$ cat src/sv/ttc_pkg.sv
`default_nettype none
package ttc_pkg;

	// Run depth bound and the widths of the running sums that follow from it.
	localparam int MAX_SAMPLES = 4096;
	localparam int MIN_SAMPLES = 3;
	localparam int T_W         = 16;
	localparam int CNT_W       = $clog2(MAX_SAMPLES + 1);
	localparam int SUM_W       = T_W + CNT_W;
	localparam int SX_W        = 2 * CNT_W;
	localparam int SXX_W       = 3 * CNT_W;
	localparam int SXY_W       = T_W + 2 * CNT_W;
	localparam int SYY_W       = 2 * T_W + CNT_W;

	// Correlation format and the widths of the finishing arithmetic.
	localparam int THR_W       = 15;
	localparam int CORR_W      = 16;
	localparam int CORR_FRAC   = 14;
	localparam int MUL_W       = 64;
	localparam int PROD_W      = 2 * MUL_W;
	localparam int DIV_W       = PROD_W + 2 * CORR_FRAC;
	localparam int CQ_W        = 2 * CORR_FRAC + 1;
	localparam int ROOT_W      = CORR_FRAC + 1;
	localparam int QCNT_W      = $clog2(CQ_W);
	localparam int OUT_W       = 40;

	localparam logic [THR_W-1:0] THR_RESET = THR_W'(8192);

	// Products formed by the shared multiplier, in the order they are needed.
	typedef enum logic [2:0] {
		OP_N_SXY  = 3'd0,
		OP_SX_SY  = 3'd1,
		OP_N_SXX  = 3'd2,
		OP_SX_SX  = 3'd3,
		OP_N_SYY  = 3'd4,
		OP_SY_SY  = 3'd5,
		OP_NUM_SQ = 3'd6,
		OP_DX_DY  = 3'd7
	} mul_op_t;

	// Commands from the controller to the datapath.
	typedef struct packed {
		logic    accept;
		logic    mul_start;
		mul_op_t mul_op;
		logic    div_start;
		logic    div_mean;
		logic    sqrt_start;
		logic    out_load;
	} ttc_cmd_t;

	// Status from the datapath to the controller.
	typedef struct packed {
		logic enough;
		logic dy_zero;
		logic mul_done;
		logic div_done;
		logic sqrt_done;
		logic out_free;
	} ttc_status_t;

endpackage
`default_nettype wire

$ cat src/sv/ttc_ctrl.sv
`default_nettype none
module ttc_ctrl (
	input  wire logic                 clk,
	input  wire logic                 arst_n,
	input  wire logic                 in_valid,
	input  wire logic                 in_last,
	output logic                      in_ready,
	input  wire ttc_pkg::ttc_status_t status,
	output ttc_pkg::ttc_cmd_t         cmd
);

	typedef enum logic [3:0] {
		ST_RUN,
		ST_CHK,
		ST_MUL_GO,
		ST_MUL_WAIT,
		ST_CHK_DY,
		ST_DIVQ_GO,
		ST_DIVQ_WAIT,
		ST_SQRT_GO,
		ST_SQRT_WAIT,
		ST_DIVM_GO,
		ST_DIVM_WAIT,
		ST_OUT
	} state_t;

	state_t           state_q;
	ttc_pkg::mul_op_t op_q;

	// Sequencer: gather a run, then walk the finishing steps.
	always_ff @(posedge clk or negedge arst_n) begin
		if (!arst_n) begin
			state_q <= ST_RUN;
			op_q    <= ttc_pkg::OP_N_SXY;
		end else begin
			unique case (state_q)
				ST_RUN: begin
					if (in_valid && in_last) begin
						state_q <= ST_CHK;
					end
				end
				ST_CHK: begin
					op_q    <= ttc_pkg::OP_N_SXY;
					state_q <= status.enough ? ST_MUL_GO : ST_OUT;
				end
				ST_MUL_GO: begin
					state_q <= ST_MUL_WAIT;
				end
				ST_MUL_WAIT: begin
					if (status.mul_done) begin
						if (op_q == ttc_pkg::OP_SY_SY) begin
							state_q <= ST_CHK_DY;
						end else if (op_q == ttc_pkg::OP_DX_DY) begin
							state_q <= ST_DIVQ_GO;
						end else begin
							op_q    <= ttc_pkg::mul_op_t'(op_q + 3'd1);
							state_q <= ST_MUL_GO;
						end
					end
				end
				ST_CHK_DY: begin
					if (status.dy_zero) begin
						state_q <= ST_DIVM_GO;
					end else begin
						op_q    <= ttc_pkg::OP_NUM_SQ;
						state_q <= ST_MUL_GO;
					end
				end
				ST_DIVQ_GO: begin
					state_q <= ST_DIVQ_WAIT;
				end
				ST_DIVQ_WAIT: begin
					if (status.div_done) begin
						state_q <= ST_SQRT_GO;
					end
				end
				ST_SQRT_GO: begin
					state_q <= ST_SQRT_WAIT;
				end
				ST_SQRT_WAIT: begin
					if (status.sqrt_done) begin
						state_q <= ST_DIVM_GO;
					end
				end
				ST_DIVM_GO: begin
					state_q <= ST_DIVM_WAIT;
				end
				ST_DIVM_WAIT: begin
					if (status.div_done) begin
						state_q <= ST_OUT;
					end
				end
				ST_OUT: begin
					if (status.out_free) begin
						state_q <= ST_RUN;
					end
				end
				default: begin
					state_q <= ST_RUN;
				end
			endcase
		end
	end

	// Command decode from the current state.
	assign in_ready       = (state_q == ST_RUN);
	assign cmd.accept     = (state_q == ST_RUN) && in_valid;
	assign cmd.mul_start  = (state_q == ST_MUL_GO);
	assign cmd.mul_op     = op_q;
	assign cmd.div_start  = (state_q == ST_DIVQ_GO) || (state_q == ST_DIVM_GO);
	assign cmd.div_mean   = (state_q == ST_DIVM_GO) || (state_q == ST_DIVM_WAIT);
	assign cmd.sqrt_start = (state_q == ST_SQRT_GO);
	assign cmd.out_load   = (state_q == ST_OUT) && status.out_free;

endmodule
`default_nettype wire

$ cat config.mk
export PLATFORM = sky130hd
export DESIGN_NAME = ttc_ctrl
export DESIGN_NICKNAME = d
export VERILOG_FILES = /design/src/sv/ttc_pkg.sv /design/src/sv/ttc_ctrl.sv
export SDC_FILE = /design/constraint.sdc
export NUM_CORES = 1
export LEC_CHECK = 0
export BUFFER_PORTS_ARGS = -buffer_cell sky130_fd_sc_hd__buf_2
export CORE_MARGIN = 8
export CORE_UTILIZATION = 40
export CTS_CLUSTER_SIZE = 16
export DETAILED_ROUTE_END_ITERATION = 10
export PLACE_DENSITY_LB_ADDON = 0.12
export RECOVER_POWER = 100
export SLEW_MARGIN = 30
export SYNTH_ARGS = -nofsm -noshare
export SYNTH_HDL_FRONTEND = slang
export SYNTH_SLANG_ARGS = --single-unit
export TNS_END_PERCENT = 20
$ cat constraint.sdc
create_clock -name clk -period 1.71 [get_ports clk]
set_clock_uncertainty 0.05 [all_clocks]
set_input_delay 0.0855 -clock clk [delete_from_list [all_inputs] [get_ports clk]]
set_output_delay 0.0855 -clock clk [all_outputs]
set_load 0.01 [all_outputs]
# Yosys cells after proc, flatten, opt, wreduce, memory -nomap -nowiden
# Cells that the tools add are included.
[totals] regBits=7
[op_classes] add_sub_neg=1 n_eq_ne=22 n_mux=16 reduce_logical=9
[op_table] cell="4-bit one-hot mux with 12 select lines" n=1
[op_table] cell="4-bit two-way mux" n=8
[op_table] cell="3-bit two-way mux" n=6
[op_table] cell="4-bit by 3-bit equality test with 1-bit output (second input constant)" n=4
[op_table] cell="4-bit equality test (second input constant)" n=4
[op_table] cell="2-bit != test (second input constant)" n=8
[op_table] cell="3-bit one-hot mux with 3 select lines" n=1
[op_table] cell="4-bit by 2-bit equality test with 1-bit output (second input constant)" n=2
[op_table] cell="3-bit equality test (second input constant)" n=2
[op_table] cell="6-bit AND reduction" n=1
[op_table] cell="5-bit AND reduction" n=1
[op_table] cell="4-bit by 1-bit equality test with 1-bit output (second input constant)" n=1
[op_table] cell="4-bit zero test" n=1
[op_table] cell="3-bit by 1-bit adder with 3-bit output (second input constant)" n=1
[op_table] cell="1-bit logical AND" n=3
[op_table] cell="3-bit nonzero test" n=1
[op_table] cell="1-bit logical OR" n=2
[op_table] cell="2-bit by 1-bit != test with 1-bit output (second input constant)" n=1

# Logic depth before layout (Yosys ltp)
# Gate-level depths: netlist of the first run.
[logic_depth] ltp_word=5 mapped_depth=6 mapped_depth_nobuf=6

# Worst setup path before layout of the first run
# OpenSTA, ideal clock, no wires.
[synth_path] kind="register to register" startpoint="reg op_q[0]" endpoint="reg op_q[0]" setup_ns=0.128 arrival_time_ns=1.535 path_slack_ns=-0.002 path_stages_with_launch=6 n_path_buf=0 synth_period_minus_slack_ns=1.712 cell_sequence="dfrtp_1 ha_1 ha_1 nand4b_2 a2bb2oi_2 mux2_1"
[synth_via] elab_chain_cells=5 elab_cells_between_ends=10 classes_between="add/sub: 1; eq/ne: 4; mux: 4; reduce/logical: 1"
[synth_rtl] element="start: declaration" line_no="ttc_ctrl.sv:28" rtl="ttc_pkg::mul_op_t op_q;"
[synth_rtl] element="start signal: assignment" line_no="ttc_ctrl.sv:34" rtl="op_q <= ttc_pkg::OP_N_SXY;"
[synth_rtl] element="start signal: assignment" line_no="ttc_ctrl.sv:43" rtl="op_q <= ttc_pkg::OP_N_SXY;"
[synth_rtl] element="start signal: assignment" line_no="ttc_ctrl.sv:56" rtl="op_q <= ttc_pkg::mul_op_t'(op_q + 3'd1);"
[synth_rtl] element="3-bit by 1-bit adder with 3-bit output" line_no="ttc_ctrl.sv:56"
[synth_rtl] element="3-bit two-way mux" line_no="ttc_ctrl.sv:53" rtl="end else if (op_q == ttc_pkg::OP_DX_DY) begin"
[synth_rtl] element="3-bit two-way mux" line_no="ttc_ctrl.sv:51" rtl="if (op_q == ttc_pkg::OP_SY_SY) begin"
[synth_rtl] element="3-bit two-way mux" line_no="ttc_ctrl.sv:50" rtl="if (status.mul_done) begin"
[synth_rtl] element="3-bit one-hot mux with 3 select lines" line_no="ttc_ctrl.sv:36" rtl="unique case (state_q)"
# Several ways; a longest one is shown, not always the timed one. The select of a mux whose other input is x is not followed.
# A chain may end at the register's enable or synchronous reset.

# Worst setup path after layout of the first run
# Same ends and word-level chain as after synthesis.

==> run metrics, run 1 <==
gr ovfl total 0; power per cell area 1520 nW/um^2; DR pass1 iterations 4; n_diodes 0; max-slew violations 0; met2 Use GR 0.176; register area 179 um^2; cell area after synthesis 737 um^2; part of the cycle the worst path needs 0.991; met3 Usage GRT 0.0217; YS warnings 0; CP required between 1.5 and 2 ns; fin worst setup slack around 0.015 ns; clock sinks 7; Syn Nets 95; crit path cell chain ha_2 -> ha_4 -> nand4b_4 -> a2bb2oi_4 -> mux2_4; Max Fclk 590 MHz; Reg clk slew, reported paths 0.05 ns; via count 724; mean post-synth cell area a little over 9 um^2; P_sw between 600 and 700 uW; dpl ws -0.0359 ns; Internal 917 uW; clock latency at the later pin of the worst-skew pair roughly 0.25 ns; initial detailed-routing violation count 13; global-route wire length before repair 2960 um; Post-synth EDFFs 0; DRC 0; Syn-to-layout area delta 44.0%; # nets final between 100 and 150; die area ~3500 um^2; crit path max-delay cell type dfrtp_1; core area between 1500 and 2000 um^2; die width approximately 59 um; Synth Instances 81; crit path time final 1.70 ns; power after layout 1610 uW; Multi-input gate area ~580 um^2; Post-Route WL 1950 um; ys async rst share 1.00; Clock power frac 0.090; Main synth FF type dfrtp_1; FILL cells 169; Num CTS Buffers 3; Worst EP arrival between 1.5 and 2 ns; Tightest Hold Check Type primary input to register; Final Hold Vio Count 0; CTS tree built; Cells after DPL 135; status finished clean; GRT busiest layer met2; antenna-violating nets left 0; WL per Instance 13.8 um; Max Cap Viol 0; post-route setup TNS 0 ns; post-layout util 0.614; final cell count without fillers 141; pin count of the biggest net entering global routing 11; sequential area share after synthesis 0.238; GRT Total Usage 0.110; number of buffers added on ports 19; RePlAce Congestion 0.854; layout cells sized above 1 0.483; Startpoint Class register; H-tree depth 1; Worst Setup Path Type register to register; Critical Path Max Stage Delay around 0.41 ns; vias in the first global route 679; Site Rows 15; Sw Ratio 0.430; Final Setup Violations 0; Longest Clk Path Bufs 2; Root Driver clkbuf_4; IO Count 20; Peak VDD IR between 800 and 900 uV; leakage power 0.000478 uW; FF+latch count, synth 7; Flop pwr share 0.213; count of cell types in the netlist 40; Worst-Margin Slew 0.351 ns; met1 usage 0.128; Logic pwr share 0.697; die height 58.9 um; DP HPWL around 1400 um; CP Capture Type register; initial core utilization 0.427; antenna violations before repair 0; highest fanout seen on the critical path 4; routed vias/inst about 5.1; Rel. slew slack 0.766
==> layout make-up <==
| cell class | count | share of cell area |
|---|---|---|
| multi-input cells | 66 | 0.551 |
| repair buffers | 38 | 0.223 |
| flip-flops and latches | 7 | 0.169 |
| well taps | 25 | 0.0295 |
| clock buffers | 4 | 0.0248 |
| inverters | 1 | 0.00354 |
==> layer usage <==
metal	routed length (um)	share of wire
met5	0	0
met4	25	0.013
met3	75	0.038
met2	977	0.50
met1	873	0.45
==> sequential cells by signal, indices dropped and copies added (netlist names) <==
| register | cells |
|---|---|
| op_q | 3 |
| state_q | 4 |
==> worst paths after layout <==
path                       cells after the start                 from  slack [ns]                      to
setup / recovery                               5  op_q[0]$_DFFE_PN0P_        0.01     op_q[0]$_DFFE_PN0P_
hold / removal                                 4            status[2]        0.14  state_q[2]$_DFFE_PN0P_
setup reg to reg                               5  op_q[0]$_DFFE_PN0P_        0.01     op_q[0]$_DFFE_PN0P_
hold reg to reg                                1  op_q[1]$_DFFE_PN0P_        0.54     op_q[1]$_DFFE_PN0P_
max in group asynchronous                      2               arst_n        1.14  state_q[3]$_DFFE_PN0P_
min in group asynchronous                      2               arst_n        0.19     op_q[2]$_DFFE_PN0P_
==> metrics by stage <==
step / hold slack, ns / instance area, um^2
6_report: 0.143 / 1060
5_1_grt: 0.176 / 1060
4_1_cts: 0.0978 / 1000
3_5_place_dp: -0.131 / 938
3_3_place_gp: -0.131 / 938
2_1_floorplan: -0.260 / 739
==> repair_timing <==
item	CTS	global route
hold buffers	1	0
pin swaps	1	3
resized for setup	2	14
hold endpoints to repair	7	0
endpoints found under the setup margin	3	9
buffers inserted	1	0
==> logic make-up after synthesis <==
family,after synthesis,share of synthesized area
simple gates,38,0.324
compound gates,17,0.190
buf+inv,8,0.0798
flops,7,0.238
mux,5,0.0764
fa+ha+maj,4,0.0679
xor+xnor,2,0.0238
==> power by group through the flow <==
stage / Clock [uW] / Sequential, uW / Combinational, uW
floorplan: 0 / 280 / 697
global placement: 0 / 318 / 975
detailed placement: 0 / 321 / 976
CTS: 154 / 317 / 1040
global route: 162 / 358 / 1210
finish: 146 / 343 / 1120
==> worst max-delay path, delay by kind of cell (launching register included) <==
family	cells	cell delay (ns)
flops	1	0.41
fa+ha+maj	2	0.39
mux	1	0.32
compound gates	1	0.23
simple gates	1	0.18
==> cell usage in the layout (no fill, tap or decap), types with 3 or more instances in the layout <==
cell and n:
a21oi_1 4, buf_2 16, buf_4 15, clkbuf_1 5
clkbuf_4 4, dfrtp_1 4, dfrtp_2 3, mux2_4 3
nand2_1 9, nand2b_1 4, nor2_1 5
==> Yosys cell counts, drive strengths merged (2+ instances only) <==
cell,instances,share of area
o21ai,2,0.014
and2,2,0.017
nand3b,2,0.020
mux2,5,0.076
buf,7,0.075
a21boi,2,0.020
a22oi,2,0.034
a21oi,4,0.027
dfrtp,7,0.24
xor2,2,0.024
nor2,5,0.025
ha,4,0.068
nor3b,3,0.037
nand2,9,0.046
nand2b,4,0.034
nor3,2,0.020
nor4,2,0.025
Note: power is estimated with default switching activity, not from simulation.
==> run 2: changes to the inputs <==
clock period = 1.85 ns   (was 1.71 ns; I/O delays follow)
==> run metrics, run 2 (same netlist as run 1, synthesis figures left out) <==
crit path max-delay cell type dfrtp_1; # nets final 121; crit path time final 1.73 ns; Hold Path Stages 4; biggest regs state_q (4), op_q (3); most frequent CP cell ha_1; Final Setup Violations 0; status finished clean; clock sinks 7; Max Fclk 576 MHz; RSZ-0062 raised after global routing false; DR pass1 iterations 4; IO Count 20; Syn-to-layout area delta 22.4%; Tightest Hold Check Type primary input to register; hold_sp status[2]; Root Driver clkbuf_4; gr ovfl total 0; Crit path buffers/inverters 0; Hold Path End state_q[2]$_DFFE_PN0P_; highest fanout seen on the critical path 4; WL per Instance approximately 13 um; Worst Setup Path Type register to register; part of the cycle the worst path needs 0.938; max-slew violations 0; H-tree depth 1; leakage power 0.000417 uW; Post-CTS Setup Inserts 0; Post-Route WL 1740 um; CTS tree built; power per cell area about 1400 nW/um^2; n_diodes 0; GRT Total Usage 0.110; die height 58.9 um; via count 653; Rel. slew slack 0.762; routed vias/inst 4.98; Num CTS Buffers 3; Site Rows 15; Final Hold Vio Count 0; antenna-violating nets left 0; clock latency at the later pin of the worst-skew pair 0.25 ns; Peak VDD IR around 770 uV; most frequent cells in the layout 15 x buf_2, 9 x nand2_1, 7 x clkbuf_1, 7 x dfrtp_1; most common cell after layout, fill and taps aside buf_2; crit path cell chain ha_1 -> ha_1 -> nand4b_2 -> a2bb2oi_2 -> mux2_1; initial detailed-routing violation count 14; hold_ws roughly 0.15 ns; global-route wire length before repair 3020 um; Largest Register state_q; initial core utilization 0.427; Reg clk slew, reported paths 0.05 ns; post-route setup TNS 0 ns; pin count of the biggest net entering global routing 15; antenna violations before repair 0; reg2reg start op_q[1]$_DFFE_PN0P_; R2R cell count 5; RePlAce Congestion 0.786; CP Capture Type register; max reg flops 4; Worst-Margin Slew 0.354 ns; Reg-to-Reg End op_q[2]$_DFFE_PN0P_; core area 1730 um^2; crit-path leading delay family flip-flops; Critical Path Max Stage Delay 0.40 ns; Worst EP arrival between 1.5 and 2 ns; die width between 50 and 60 um; r2r setup slk 0.12 ns; die area 3470 um^2; layout cells sized above 1 0.311; Longest Clk Path Bufs 2; DP HPWL 1460 um; Max Cap Viol 0; number of buffers added on ports 19; vias in the first global route 676; DRC 0; Startpoint Class register; CP required 1.92 ns
==> run 2: cell types whose count changed in the layout (fill, tap and decap cells not counted), sizes merged <==
cell	before	now
clkbuf	9	12
buf	32	19
==> run 2: layout make-up <==
type | instances | area [um^2]
Clock buffer | 4 | 26.3
Fill cell | 179 | 825
Inverter | 1 | 3.75
Multi-Input combinational cell | 66 | 503
Sequential cell | 7 | 175
Tap cell | 25 | 31.3
Timing Repair Buffer | 28 | 163
==> run 2: per-stage QoR <==
stage | power, uW | instances | utilization | worst slack (ns) | cell area [um^2]
2_1_floorplan | 902 | 81 | - | 0.138 | 737
3_3_place_gp | 1180 | 126 | 0.517 | 0.112 | 893
3_5_place_dp | 1180 | 126 | 0.517 | 0.100 | 893
4_1_cts | 1320 | 131 | 0.538 | 0.0922 | 930
5_1_grt | 1360 | 131 | 0.522 | 0.00504 | 902
6_report | 1240 | 131 | 0.522 | 0.115 | 902
==> run 2: routing by layer <==
metal	global-route usage	up-vias	share of wire
met5	0	-	0
met3	0.0261	4	0.056
met4	0.0683	0	0.020
met2	0.174	10	0.49
li1	-	343	-
met1	0.130	296	0.43
==> run 2: how the worst max path moves through the flow <==
stage	end	slack, ns	depth (start not counted)	from
after floorplan	op_q[0]$_DFFE_PN0P_	0.14	5	op_q[0]$_DFFE_PN0P_
after global placement	op_q[0]$_DFFE_PN0P_	0.11	5	op_q[1]$_DFFE_PN0P_
after detailed placement	op_q[2]$_DFFE_PN0P_	0.10	5	op_q[1]$_DFFE_PN0P_
after CTS	op_q[2]$_DFFE_PN0P_	0.09	5	op_q[1]$_DFFE_PN0P_
after global routing	op_q[2]$_DFFE_PN0P_	0.005	5	op_q[1]$_DFFE_PN0P_
final	op_q[2]$_DFFE_PN0P_	0.12	5	op_q[1]$_DFFE_PN0P_
==> run 2: timing repair <==
action,in CTS,in global routing
hold endpoints to repair,7,0
hold buffers,1,0
resized for setup,0,0
==> run 2: worst min-delay path: stages <==
cell,delay (ns)
buf_2,0.09
nor3b_2,0.05
nand3b_1,0.07
o31ai_1,0.09
==> run 2: where the power goes <==
part	switching [uW]	total, uW	internal (uW)
logic	425	828	403
registers	74.7	280	205
clock network	52.9	135	82.1
==> run 3: changes to the inputs <==
ABC_AREA = 1   (was default)
CELL_PAD_IN_SITES_DETAIL_PLACEMENT = 2   (was default)
CELL_PAD_IN_SITES_GLOBAL_PLACEMENT = 2   (was default)
CORE_UTILIZATION = 27   (was 40)
==> run metrics, run 3 <==
post-synthesis xor/xnor area fraction 0; sequential area share after synthesis 0.223; highest fanout seen on the critical path 7; cell area after synthesis approximately 790 um^2; Worst EP arrival 1.45 ns; biggest regs state_q (4), op_q (3); clock latency at the later pin of the worst-skew pair 0.24 ns; Syn-to-layout area delta 19.7%; Post-CTS Setup Inserts 0; part of the cycle the worst path needs 0.859; R2R cell count 8; crit path max-delay cell type dfrtp_1; hold_sp status[2]; RSZ-0062 raised after global routing false; antenna-violating nets left 0; IO Count 20; max reg flops 4; # nets final 156; CTS tree built; die area 4900 um^2; FILL cells 357; clock sinks 7; Max Cap Viol 0; ys async rst share 1.00; Final Hold Vio Count 0; Crit path buffers/inverters 1; Num CTS Buffers 3; crit-path leading delay family simple AND/OR/NAND/NOR gates; Post-synth EDFFs 0; Reg clk slew, reported paths ~0.05 ns; Main synth FF type dfrtp_1; crit path cell chain nor2_2 -> and3_1 -> buf_2; die width 70.0 um; share of the synthesized area in the top cell type 0.223; H-tree depth 1; initial detailed-routing violation count 21; Startpoint Class register; gr ovfl total 0; DR pass1 iterations 4; Multi-input gate area ~510 um^2; YS warnings 0; number of buffers added on ports 19; post-route setup TNS 0 ns; CP required 1.71 ns; Tightest Hold Check Type primary input to register; register area 175 um^2; Max Fclk 630 MHz; Reg-to-Reg End op_q[1]$_DFFE_PN0P_; Site Rows 19; Largest Register state_q; die height 70.0 um; Longest Clk Path Bufs 2; fin worst setup slack 0.261 ns; Synth Area in Adders 0.0636; WL per Instance approximately 14 um; layout cells sized above 1 0.362; Critical Path Max Stage Delay 0.46 ns; pin count of the biggest net entering global routing 8; power per cell area between 1000 and 1500 nW/um^2; most common cell after layout, fill and taps aside nand2_1; leakage power 0.000551 uW; Rel. slew slack 0.724; largest family of logic cells by synthesized area simple AND/OR/NAND/NOR gates; reg2reg start state_q[1]$_DFFE_PN0P_; Post-Route WL 2370 um; Syn Nets around 130; count of cell types in the netlist 20; Hold Path Stages 4; cell taking the most area after synthesis dfrtp_1; most frequent cells in the layout 31 x nand2_1, 15 x inv_1, 13 x buf_2; mean post-synth cell area 6.73 um^2; Synth Area in Compound Gates 0.0525; GRT Total Usage 0.0996; Peak VDD IR between 700 and 800 uV; Worst-Margin Slew roughly 0.41 ns; multiplexer share of the synthesized area 0; CP Capture Type output port; Simple-Gate Fraction of Synth Area 0.541; via count 800; status finished clean; global-route wire length before repair between 4000 and 5000 um; r2r setup slk approximately 0.27 ns; Final Setup Violations 0; dpl ws just under 0.3 ns; Worst Setup Path Type register to output port; most area-consuming cells after synthesis dfrtp_1 22%, nand2_1 14%, inv_1 7.2%; Synth Instances about 120; crit path time final 1.59 ns; DRC 0; top post-synthesis cells by count 30 x nand2_1, 15 x inv_1, 10 x nand3_1, 9 x inv_2, 8 x nand2_2; initial core utilization 0.285; DP HPWL 2140 um; vias in the first global route ~880; Hold Path End state_q[2]$_DFFE_PN0P_; FF+latch count, synth 7; n_diodes 0; core area 2760 um^2; routed vias/inst 4.65; most numerous cell in the Yosys netlist nand2_1; antenna violations before repair 0; RePlAce Congestion 0.738; Root Driver clkbuf_4; max-slew violations 0
[run 3: repair_timing]
item / CTS / global route
endpoints found under the hold margin: 7 / 0
gates resized for setup: 0 / 0
hold buffers: 1 / 0
[run 3: cell families after synthesis]
kind of cell               after synthesis
adders and majority gates                4
DFF                                      7
AOI/OAI and AO/OA                        7
and+or+nand+nor                         74
buffers and inverters                   25
[run 3: layer usage]
metal	GRT usage	up-vias	share of wire
li1	-	409	-
met1	0.128	383	0.49
met2	0.172	8	0.49
met3	0.0169	0	0.024
met4	0.0134	0	0
met5	0	-	0
[run 3: area by class of cell]
class                      instances  share of cell area
multi-input combinational         85               0.541
inverter                          25               0.101
tap                               31              0.0412
clock buffer                       4              0.0279
sequential                         7               0.186
timing repair buffer              20               0.104
[run 3: through the flow]
| stage | hold WS, ns | util | instance area [um^2] | total power [uW] | std cells |
|---|---|---|---|---|---|
| detailed placement | -0.114 | 0.334 | 921 | 1220 | 167 |
| global route | 0.164 | 0.342 | 942 | 1450 | 172 |
| floorplan | -0.253 | - | 787 | 949 | 117 |
| global placement | -0.116 | 0.334 | 921 | 1180 | 167 |
| finish | 0.121 | 0.342 | 942 | 1300 | 172 |
| CTS | 0.122 | 0.347 | 957 | 1360 | 172 |
[run 3: worst max-delay path by stage]
stage                      startpoint                  end  slack [ns]  cells after the start
2_1_floorplan     op_q[0]$_DFFE_PN0P_  op_q[0]$_DFFE_PN0P_        0.36                      8
3_3_place_gp      op_q[0]$_DFFE_PN0P_  op_q[0]$_DFFE_PN0P_        0.36                      8
3_5_place_dp      op_q[0]$_DFFE_PN0P_  op_q[1]$_DFFE_PN0P_        0.29                      8
4_1_cts           op_q[0]$_DFFE_PN0P_  op_q[1]$_DFFE_PN0P_        0.29                      8
5_1_grt        state_q[1]$_DFFE_PN0P_  op_q[1]$_DFFE_PN0P_         0.1                      8
6_report       state_q[1]$_DFFE_PN0P_               cmd[8]        0.26                      3
[run 3: worst reg2reg max path, delay by kind of cell (launching register included)]
family,cells,cell delay [ns]
buffers and inverters,2,0.15
DFF,1,0.46
and+or+nand+nor,6,0.80
[run 3: power by group]
group | internal, uW | switching [uW]
Clock | 82.1 | 53.4
Combinational | 290 | 585
Sequential | 207 | 84.6
Total | 579 | 723
